### src/hw/rtl/rfms_pkg.sv
`timescale 1ns / 1ps
// ----------------------------------------------------------------------------
// rfms_pkg: shared types and constants of the RSSI fingerprint match scorer
// Widths, command and result layouts, and the level-to-bin conversion.
// ----------------------------------------------------------------------------
package rfms_pkg;

    localparam int TABLE_DEPTH    = 128;
    localparam int NUM_BINS       = 20;
    localparam int MAX_CANDIDATES = 1024;

    localparam int ADDR_W   = (TABLE_DEPTH > 1) ? $clog2(TABLE_DEPTH) : 1;
    localparam int CNT_W    = $clog2(TABLE_DEPTH + 1);
    localparam int OP_W     = 2;
    localparam int MAC_W    = 48;
    localparam int LEVEL_W  = 8;
    localparam int BIN_W    = 5;
    localparam int COUNT_W  = 16;
    localparam int SCORE_W  = 32;
    localparam int CAND_W   = 10;
    localparam int ENTRY_W  = MAC_W + BIN_W + 1;
    localparam int S_DATA_W = 80;
    localparam int M_DATA_W = 88;

    // Lowest and highest level (dBm) whose bin lies in range
    localparam int LEVEL_LO = -(NUM_BINS * 5 - 1);
    localparam int LEVEL_HI = 4;
    // Reciprocal of 5 in Q10, exact for magnitudes up to 128
    localparam int RECIP5   = 205;

    typedef enum logic [OP_W-1:0] {
        OP_LOAD  = 2'd0,
        OP_ELEM  = 2'd1,
        OP_END   = 2'd2,
        OP_CLEAR = 2'd3
    } op_t;

    typedef struct packed {
        logic             ok;
        logic [BIN_W-1:0] bin;
    } bin_info_t;

    typedef struct packed {
        op_t                op;
        logic [MAC_W-1:0]   mac;
        logic [BIN_W-1:0]   bin;
        logic               bin_ok;
        logic [COUNT_W-1:0] count;
    } cmd_t;

    typedef struct packed {
        logic               ok;
        logic [BIN_W-1:0]   bin;
        logic [MAC_W-1:0]   mac;
    } entry_t;

    typedef struct packed {
        logic               overflow;
        logic               best_found;
        logic [SCORE_W-1:0] best_score;
        logic [CAND_W-1:0]  best_number;
        logic [SCORE_W-1:0] cand_score;
        logic [CAND_W-1:0]  cand_number;
    } result_t;

    function automatic bin_info_t level_to_bin(input logic signed [LEVEL_W-1:0] level);
        logic signed [LEVEL_W:0] lv;
        logic [LEVEL_W-1:0]      mag;
        logic [2*LEVEL_W-1:0]    prod;
        bin_info_t               info;
        lv       = LEVEL_W'(level) == level ? {level[LEVEL_W-1], level} : '0;
        mag      = (lv <= 0) ? LEVEL_W'(-lv) : '0;
        prod     = mag * LEVEL_W'(RECIP5);
        info.ok  = (lv <= (LEVEL_W+1)'(LEVEL_HI)) && (lv >= (LEVEL_W+1)'(LEVEL_LO));
        info.bin = BIN_W'(prod >> 10);
        return info;
    endfunction

endpackage

### src/hw/rtl/rfms_front.sv
`timescale 1ns / 1ps
// ----------------------------------------------------------------------------
// rfms_front: input side of the scorer
// Accept items, convert load levels to bins, and queue commands in a
// two-entry queue for the back end.
// ----------------------------------------------------------------------------
module rfms_front (
    input  logic                          clk,
    input  logic                          rst_n,
    input  logic                          in_valid,
    output logic                          in_ready,
    input  rfms_pkg::op_t                 in_op,
    input  logic [rfms_pkg::MAC_W-1:0]    in_mac,
    input  logic [rfms_pkg::LEVEL_W-1:0]  in_level,
    input  logic [rfms_pkg::BIN_W-1:0]    in_bin,
    input  logic [rfms_pkg::COUNT_W-1:0]  in_count,
    output logic                          cmd_valid,
    output rfms_pkg::cmd_t                cmd,
    input  logic                          cmd_pop
);

    rfms_pkg::cmd_t      q_mem_reg [2];
    logic                wr_ptr_reg, wr_ptr_next;
    logic                rd_ptr_reg, rd_ptr_next;
    logic [1:0]          fill_reg, fill_next;
    rfms_pkg::cmd_t      cmd_in;
    rfms_pkg::bin_info_t info;
    logic                push;

    always_comb
    begin
        info          = rfms_pkg::level_to_bin(in_level);
        cmd_in.op     = in_op;
        cmd_in.mac    = in_mac;
        cmd_in.count  = in_count;
        if (in_op == rfms_pkg::OP_LOAD)
        begin
            cmd_in.bin    = info.bin;
            cmd_in.bin_ok = info.ok;
        end
        else
        begin
            cmd_in.bin    = in_bin;
            cmd_in.bin_ok = 1'b0;
        end
    end

    assign in_ready  = (fill_reg != 2'd2);
    assign push      = in_valid && in_ready;
    assign cmd_valid = (fill_reg != 2'd0);
    assign cmd       = q_mem_reg[rd_ptr_reg];

    always_comb
    begin
        wr_ptr_next = push ? ~wr_ptr_reg : wr_ptr_reg;
        rd_ptr_next = cmd_pop ? ~rd_ptr_reg : rd_ptr_reg;
        fill_next   = fill_reg + {1'b0, push} - {1'b0, cmd_pop};
    end

    always_ff @(posedge clk or negedge rst_n)
    begin
        if (!rst_n)
        begin
            wr_ptr_reg <= 1'b0;
            rd_ptr_reg <= 1'b0;
            fill_reg   <= 2'd0;
        end
        else
        begin
            wr_ptr_reg <= wr_ptr_next;
            rd_ptr_reg <= rd_ptr_next;
            fill_reg   <= fill_next;
        end
    end

    always_ff @(posedge clk)
    begin
        if (push)
        begin
            q_mem_reg[wr_ptr_reg] <= cmd_in;
        end
    end

endmodule

### config.mk
export PLATFORM = sky130hd
export DESIGN_NAME = rfms_front
export DESIGN_NICKNAME = d
export VERILOG_FILES = /design/src/hw/rtl/rfms_pkg.sv /design/src/hw/rtl/rfms_front.sv
export SDC_FILE = /design/constraint.sdc
export NUM_CORES = 1
export LEC_CHECK = 0
export ABC_AREA = 1
export BUFFER_PORTS_ARGS = -buffer_cell sky130_fd_sc_hd__buf_4
export CAP_MARGIN = 20
export CORE_ASPECT_RATIO = 1.1
export CORE_MARGIN = 2
export CORE_UTILIZATION = 50
export CTS_CLUSTER_SIZE = 8
export DETAILED_ROUTE_END_ITERATION = 7
export PLACE_DENSITY_LB_ADDON = 0.3
export SETUP_SLACK_MARGIN = 0.3
export SLEW_MARGIN = 20
export SYNTH_ARGS = -nofsm -noshare
export SYNTH_HDL_FRONTEND = slang
export SYNTH_SLANG_ARGS = --single-unit
### constraint.sdc
create_clock -name clk -period 5.95 [get_ports clk]
set_input_delay 0.2975 -clock clk [delete_from_list [all_inputs] [get_ports clk]]
set_output_delay 0.2975 -clock clk [all_outputs]
set_load 0.05 [all_outputs]
==> summary by stage, run 1 <==
Run status
The flow ran to the end, and the final reports show no timing, DRC or antenna violations.

Place
The global placer's final weighted congestion is 0.857. The half-perimeter wire length of the detailed placement result is 9680 um. Input and output buffers added on the ports amount to about 160.

STA
The achievable clock frequency is between 200 and 250 MHz. Clock skew on the completed layout was measured at roughly 0.0060 ns. The max-slew violation count was 0. The transition time of the tightest slew-check pin is 0.911 ns. The worst slew margin relative to its limit is 0.391. The number of endpoints with negative hold slack in the final report came to 0. Setup repair after global routing left no endpoint under its margin.

The post-route clock period utilization is 0.754. After layout, the minimum clock period comes to around 4.5 ns. The final number of setup-violating endpoints is 0.

Setup total negative slack on the finished layout was measured at 0 ns.

Setup path
The data arrival time of the worst path is approximately 4.7 ns. The kind of end point of the critical path is a register. Counting both buffers and inverters, the worst setup path holds a total of 9.

The family with the most delay on the worst path is adder cells. For this run, the slowest stage of the critical path takes ~0.53 ns. The cell at the slowest stage of the critical path is sky130_fd_sc_hd__fa_1. The critical path is of the primary input to register type. Counting cells, the worst reg-to-reg path comes to 4.

The maximum fanout along the worst path is 4. STA classifies the critical path startpoint as a primary input. The critical path crosses 29 cells after its start point. For flop-to-flop paths, the worst setup slack is approximately 3.5 ns. The most frequent cell on the critical path is sky130_fd_sc_hd__inv_1. For the worst setup path, the data required time is 6.11 ns.

Power and ir drop
The power density over cell area is approximately 500 nW/um^2. Power comes to approximately 4500 uW. Summed over all cells, the static leakage comes to ~0.0037 uW. IR analysis of the VDD net gives a maximum drop of 0.204 mV.

Synth
The biggest area consumer among synthesized cells is sky130_fd_sc_hd__edfxtp_1. The gate count after technology mapping is roughly 450. Yosys mapped a number of flops with a built-in enable equal to approximately 140. In this run the cell area of the synthesized design comes to 6910 sq um. For this run, the register share of the synthesized area comes to 0.640.

By area the synthesized netlist is led by sky130_fd_sc_hd__edfxtp_1 (63%), sky130_fd_sc_hd__mux2_2 (12%), sky130_fd_sc_hd__ha_1 (7.8%). Of the post-synthesis cell area, the dominant cell type holds 0.626. The post-synthesis area per instance is approximately 15 sq um. Among all flip-flop cells after synthesis, the most frequent one is sky130_fd_sc_hd__edfxtp_1. When the netlist entered floorplanning its net count stood at 588. The count of yosys warnings during synthesis is 0. The most used standard cell by instance count after synthesis is sky130_fd_sc_hd__edfxtp_1. Counting flops with an async set or reset pin after synthesis yields a share of 0.0270. The number of distinct standard cells referenced by the synthesized netlist is 38. The number of synthesized register bits is about 150.

In the synthesized netlist, the cells that appear most often are sky130_fd_sc_hd__edfxtp_1 (144), sky130_fd_sc_hd__mux2_2 (72), sky130_fd_sc_hd__inv_1 (49).

Clock network
The clock root buffer is sky130_fd_sc_hd__clkbuf_16. The number of buffers added by the clock tree synthesis step is 17. The clock tree buffer depth is 2. Clock latency on the worst-skew pair, taken at its later pin, is roughly 0.41 ns. The clock drives roughly 150 sinks. TritonCTS built the clock tree. The H-tree was split into 4 levels. Clock-pin slew was measured on the worst setup and hold paths at 0.06 ns.

Job
Across the run, the number of max-cap violations was 0.

Detailed routing
The number of design rule violations left after detail routing is 0. The final routed wire length divided by cell count is approximately 16 um. The first-pass iteration count of the detailed router is 6.

In this run the remaining antenna-violating nets after routing total 0. The total via count after detailed routing is 4093. In the routed layout, each cell is associated on average with a via count of roughly 5. The final wirelength is about 13000 um.

The detailed router finished its first iteration with between 200 and 250 violations.

Global routing
The global-route wire length before repair is 20300 um. The global-route usage over all layers is 0.183. Entering global routing, the biggest net connects between 40 and 50 pins. The global-route congestion overflow total is 0. The number of global-route vias before repair is a little over 4000.

The initial antenna violation count is 0.

Final layout
At the end of the flow the core is filled with cells to 0.652. The number of flip-flops under the largest register name is approximately 140. Of the cells placed in the final design, the portion with a size suffix greater than 1 is 0.453. The number of antenna repair diodes is 0. The fill cell instance count of the final layout is between 1000 and 1500. The relative area change from synthesis to final layout is 28.5%. After the last flow step, the layout net total stands at about 760.

Floorplanning
The die is roughly 120 um wide. The number of placement rows is 45. The floorplan die area is 14800 sq um. The I/O pin count is around 160. The region available for standard cell placement spans 13600 sq um. The initial cell density of the core is 0.507. In this run the vertical extent of the chip is roughly 130 um.

Worst hold path
The path class of the tightest hold or removal check is primary input to register. The number of stages on the worst hold path is 1.
final cells by class:
class                   instances  area [sq um]  share of cell area
well taps                     188           235              0.0265
clock buffers                  19           433              0.0488
clock inverters                13           134              0.0151
multi-input cells             241          2250               0.253
repair buffers                160          1200               0.136
flip-flops and latches        148          4430               0.498
inverters                      53           199              0.0224
routing by layer:
layer	wire length, um	up-vias	track usage
met4	296	0	0.0679
met3	798	23	0.0541
met2	6890	136	0.309
met1	5390	1970	0.223
met5	0	-	0
li1	-	1964	-
cells by family (layout without fill, tap and decap cells):
| logic type | count (synthesis) | count (layout) | share of synthesized area |
|---|---|---|---|
| compound gates | 23 | 23 | 0.0212 |
| buf+inv | 62 | 245 | 0.0360 |
| fa+ha+maj | 54 | 54 | 0.110 |
| mux | 72 | 72 | 0.117 |
| simple gates | 85 | 85 | 0.0663 |
| flops | 148 | 148 | 0.640 |
| xor+xnor | 7 | 7 | 0.00888 |
per-stage QoR:
stage	hold WS (ns)	setup WS [ns]	instances	cell area, sq um
2_1_floorplan	0.00191	1.42	451	6910
3_3_place_gp	0.0939	1.08	789	8300
3_5_place_dp	0.0974	1.01	789	8300
4_1_cts	0.0497	1.45	822	8880
5_1_grt	0.0440	1.09	822	8880
6_report	0.0662	1.46	822	8880
cell usage in the layout (no fill, tap or decap), types with 2 or more instances in the layout:
cell	count
sky130_fd_sc_hd__inv_1	49
sky130_fd_sc_hd__nor2_1	16
sky130_fd_sc_hd__nand2_2	7
sky130_fd_sc_hd__or2_2	2
sky130_fd_sc_hd__clkbuf_16	17
sky130_fd_sc_hd__nand3_2	3
sky130_fd_sc_hd__clkinv_1	4
sky130_fd_sc_hd__mux2_2	72
sky130_fd_sc_hd__o21bai_1	2
sky130_fd_sc_hd__ha_1	43
sky130_fd_sc_hd__clkinv_4	2
sky130_fd_sc_hd__a21oi_1	9
sky130_fd_sc_hd__clkbuf_1	2
sky130_fd_sc_hd__nor2_4	7
sky130_fd_sc_hd__nor3_1	4
sky130_fd_sc_hd__a31oi_1	3
sky130_fd_sc_hd__xnor2_1	5
sky130_fd_sc_hd__nand3_1	7
sky130_fd_sc_hd__a21o_1	2
sky130_fd_sc_hd__buf_4	159
sky130_fd_sc_hd__dfrtp_1	3
sky130_fd_sc_hd__clkinv_2	2
sky130_fd_sc_hd__xor2_1	2
sky130_fd_sc_hd__fa_1	11
sky130_fd_sc_hd__inv_2	2
sky130_fd_sc_hd__clkinvlp_4	4
sky130_fd_sc_hd__bufinv_16	2
sky130_fd_sc_hd__nand2_1	33
sky130_fd_sc_hd__edfxtp_1	144
worst paths after layout:
| check | end | startpoint |
|---|---|---|
| hold reg to reg | fill_reg[0] | fill_reg[0] |
| setup reg to reg | q_mem_reg[1][50] | fill_reg[1] |
| min in group asynchronous | wr_ptr_reg | rst_n |
| setup / recovery | q_mem_reg[0][20] | in_level[0] |
| max in group asynchronous | rd_ptr_reg | rst_n |
| hold / removal | q_mem_reg[0][13] | in_count[13] |
power breakdown:
group	switching [uW]	internal [uW]	total (uW)	leakage [uW]
combinational	1300	641	1940	0.00205
sequential	103	1430	1530	0.00138
clock	399	614	1010	0.000264
timing repair:
action	4_1_cts	5_1_grt
hold endpoints to repair	4	0
hold buffers	1	0
resized for setup	0	0
setup buffers	0	0
Note: power is estimated with default switching activity, not from simulation.
==> inputs of run 2 (changes only) <==
==> constraint.sdc (replaced) <==
create_clock -name clk -period 4.3 [get_ports clk]
set_input_delay 0.215 -clock clk [delete_from_list [all_inputs] [get_ports clk]]
set_output_delay 0.215 -clock clk [all_outputs]
set_load 0.05 [all_outputs]
==> summary by stage, run 2 (synthesis gave the netlist of run 1 again) <==
STA
The worst slew margin relative to its limit is 0.358 (was 0.391). The final setup skew is 0.00747 ns (was 0.00604 ns). Dividing the final minimum period by the clock period gives 0.902. The max-slew violation count was 0 (unchanged). Setup repair after global routing missed its margin: no (unchanged).

The number of endpoints with negative hold slack in the final report was 0 (unchanged). The final number of setup-violating endpoints is 0 (unchanged). The aggregate negative setup slack is 0 ns (unchanged). Timing would allow up to between 200 and 300 MHz.

The transition time of the tightest slew-check pin is 0.963 ns (was 0.911 ns). The clock period minus final worst setup slack is ~3.9 ns.

Detailed routing
The number of DRC markers in iteration 0 is 260 (was 238). The final routed wire length divided by cell count is 16.7 um (was 16.3 um). The number of design rule violations left after detail routing came to 0 (unchanged). The total via count after detailed routing is 4508 (was 4093).

The final wirelength is 15300 um (was 13400 um). The first-pass iteration count of the detailed router was 4 (was 6). The count of antenna-violating nets left after detailed routing is 0 (unchanged). The average vias per placed instance is 4.92 (was 4.98).

Worst hold path
The path category of the worst min-delay check is primary input to register (unchanged).

Setup path
The endpoint required time on the critical path is 4.46 ns (was 6.11 ns). The startpoint type of the worst setup path was a primary input (unchanged). The kind of end point of the critical path is a register (unchanged).

The maximum fanout along the worst path is 3 (was 4). The type of the worst setup path is primary input to register (unchanged). The critical path's largest stage delay is 0.47 ns (was 0.53 ns). The setup slack on the worst flop-to-flop path is 2.09 ns (was 3.51 ns). The most frequent cell on the critical path was sky130_fd_sc_hd__inv_2 (was sky130_fd_sc_hd__inv_1). The cell at the slowest stage of the critical path is sky130_fd_sc_hd__fa_1 (unchanged). The data arrival time of the worst path is 4.04 ns (was 4.65 ns).

Floorplanning
The die boundary height is 127 um (unchanged). The number of placement rows is 45 (unchanged). The area of the placeable core is 13600 sq um (unchanged). The initial cell density of the core is 0.507 (unchanged).

The overall die width is 116 um (unchanged). The I/O pin count is 157 (unchanged). The floorplan die area is 14800 sq um (unchanged).

Final layout
The final layout net count is 852 (was 758). The relative area change from synthesis to final layout is 44.1% (was 28.5%). The fill cell instance count of the final layout was 861 (was 1050). The area of all placed cells without fillers is 9960 sq um (was 8880 sq um). The number of flip-flops under the largest register name is 144 (unchanged). The non-filler instance count after layout was 916 (was 822). Most frequent cells in the layout: sky130_fd_sc_hd__buf_4 (186), sky130_fd_sc_hd__edfxtp_1 (144), sky130_fd_sc_hd__mux2_2 (72), sky130_fd_sc_hd__dlygate4sd3_1 (66), sky130_fd_sc_hd__inv_1 (45) (was sky130_fd_sc_hd__buf_4 (159), sky130_fd_sc_hd__edfxtp_1 (144), sky130_fd_sc_hd__mux2_2 (72), sky130_fd_sc_hd__inv_1 (49), sky130_fd_sc_hd__ha_1 (43)).

The leading cell type in the layout, fill and taps excluded is sky130_fd_sc_hd__buf_4 (unchanged). The share of post-route cells with drive strength above 1 is 0.473 (was 0.453). The number of antenna repair diodes is 0 (unchanged).

Place
The placed instance count is 815 (was 789). The global placer's final weighted congestion is 0.923 (was 0.857). The count of port buffers added during placement was 156 (unchanged). The half-perimeter wire length of the detailed placement result came to 9970 um (was 9680 um). The placed cell area is 8570 sq um (was 8300 sq um).

Global routing
The global-route usage over all layers was 0.208 (was 0.183). The number of global-route vias before repair is 4788 (was 4146). The global-route wire length before repair is 22900 um (was 20300 um).

The initial antenna violation count came to 0 (unchanged). The global-route congestion overflow total was 0 (unchanged). The maximum number of pins on one net before global-route repair is 73 (was 43).

Clock network
The clock tree from TritonCTS is yes (unchanged). The H-tree depth came to 4 (unchanged). The clock tree buffer depth is 2 (unchanged).

The number of sinks handled by clock tree synthesis is 148 (unchanged). The later-pin clock latency in the skew report is 0.41 ns (about the same). The clock root buffer is sky130_fd_sc_hd__clkbuf_16 (unchanged).

The clock-pin slew of the registers on the worst-case setup and hold paths is 0.06 ns (about the same). The number of buffers added by the clock tree synthesis step is 17 (unchanged).

Power and ir drop
The maximum vdd ir drop was 0.389 mV (was 0.204 mV). The power density over cell area was 648 nW/um^2 (was 505 nW/um^2). The leakage power figure is 0.00416 uW (was 0.00370 uW).

Run status
Outcome: completed (unchanged).

Job
The total of max-cap violations is 0 (unchanged).
[run 2: worst paths after layout]
check                              endpoint   startpoint  depth (start not counted)
max in group asynchronous        rd_ptr_reg        rst_n                          2
min                        q_mem_reg[0][71]     in_op[1]                          1
min reg2reg                     fill_reg[0]  fill_reg[0]                          1
min in group asynchronous       fill_reg[0]        rst_n                          2
max reg2reg                q_mem_reg[1][23]  fill_reg[1]                          4
max                        q_mem_reg[1][20]  in_level[1]                         30
[run 2: cell type report]
cell class / count / area, sq um / share of cell area
clock buffers: 19 / 433 / 0.0435
clock inverters: 13 / 174 / 0.0175
inverters: 53 / 220 / 0.0221
multi-input cells: 241 / 2380 / 0.239
flip-flops and latches: 148 / 4430 / 0.445
well taps: 188 / 235 / 0.0236
repair buffers: 254 / 2090 / 0.210
[run 2: what timing repair did]
item,in CTS,in global routing
buffers inserted,0,3
pin swaps,0,13
gates resized for setup,1,21
setup endpoints to repair,2,8
endpoints found under the hold margin,133,0
cloned,0,0
hold buffers,66,0
[run 2: through the flow]
| step | power (uW) | hold WS (ns) | utilization | setup WS [ns] |
|---|---|---|---|---|
| final | 6450 | 0.0358 | 0.731 | 0.420 |
| after floorplan | 4090 | -0.0806 | - | 0.152 |
| after CTS | 6460 | 0.0156 | 0.723 | 0.307 |
| after detailed placement | 4910 | 0.0151 | 0.629 | -0.170 |
| after global placement | 4860 | 0.0131 | 0.629 | -0.0960 |
| after global routing | 6720 | 0.00633 | 0.731 | 0.217 |
[run 2: critical path, delay by kind of cell]
family / cells / cell delay, ns
adder cells (fa/ha/maj): 6 / 2.07
AND/OR/NAND/NOR: 12 / 0.97
buffers and inverters: 10 / 0.60
AO/OA/AOI/OAI: 1 / 0.09
XOR/XNOR: 1 / 0.08
[run 2: power by group]
part / leakage, uW / internal, uW / switching [uW] / total, uW
registers: 0.00138 / 1980 / 104 / 2080
clock network: 0.000290 / 923 / 568 / 1490
logic: 0.00248 / 981 / 1900 / 2880
[run 2: routing by layer]
| layer | vias to the layer above | share of wire | GRT usage |
|---|---|---|---|
| met5 | - | 0 | 0 |
| met4 | 0 | 0.016 | 0.0693 |
| met3 | 20 | 0.052 | 0.0598 |
| met2 | 125 | 0.55 | 0.388 |
| met1 | 2207 | 0.38 | 0.222 |
| li1 | 2156 | - | - |
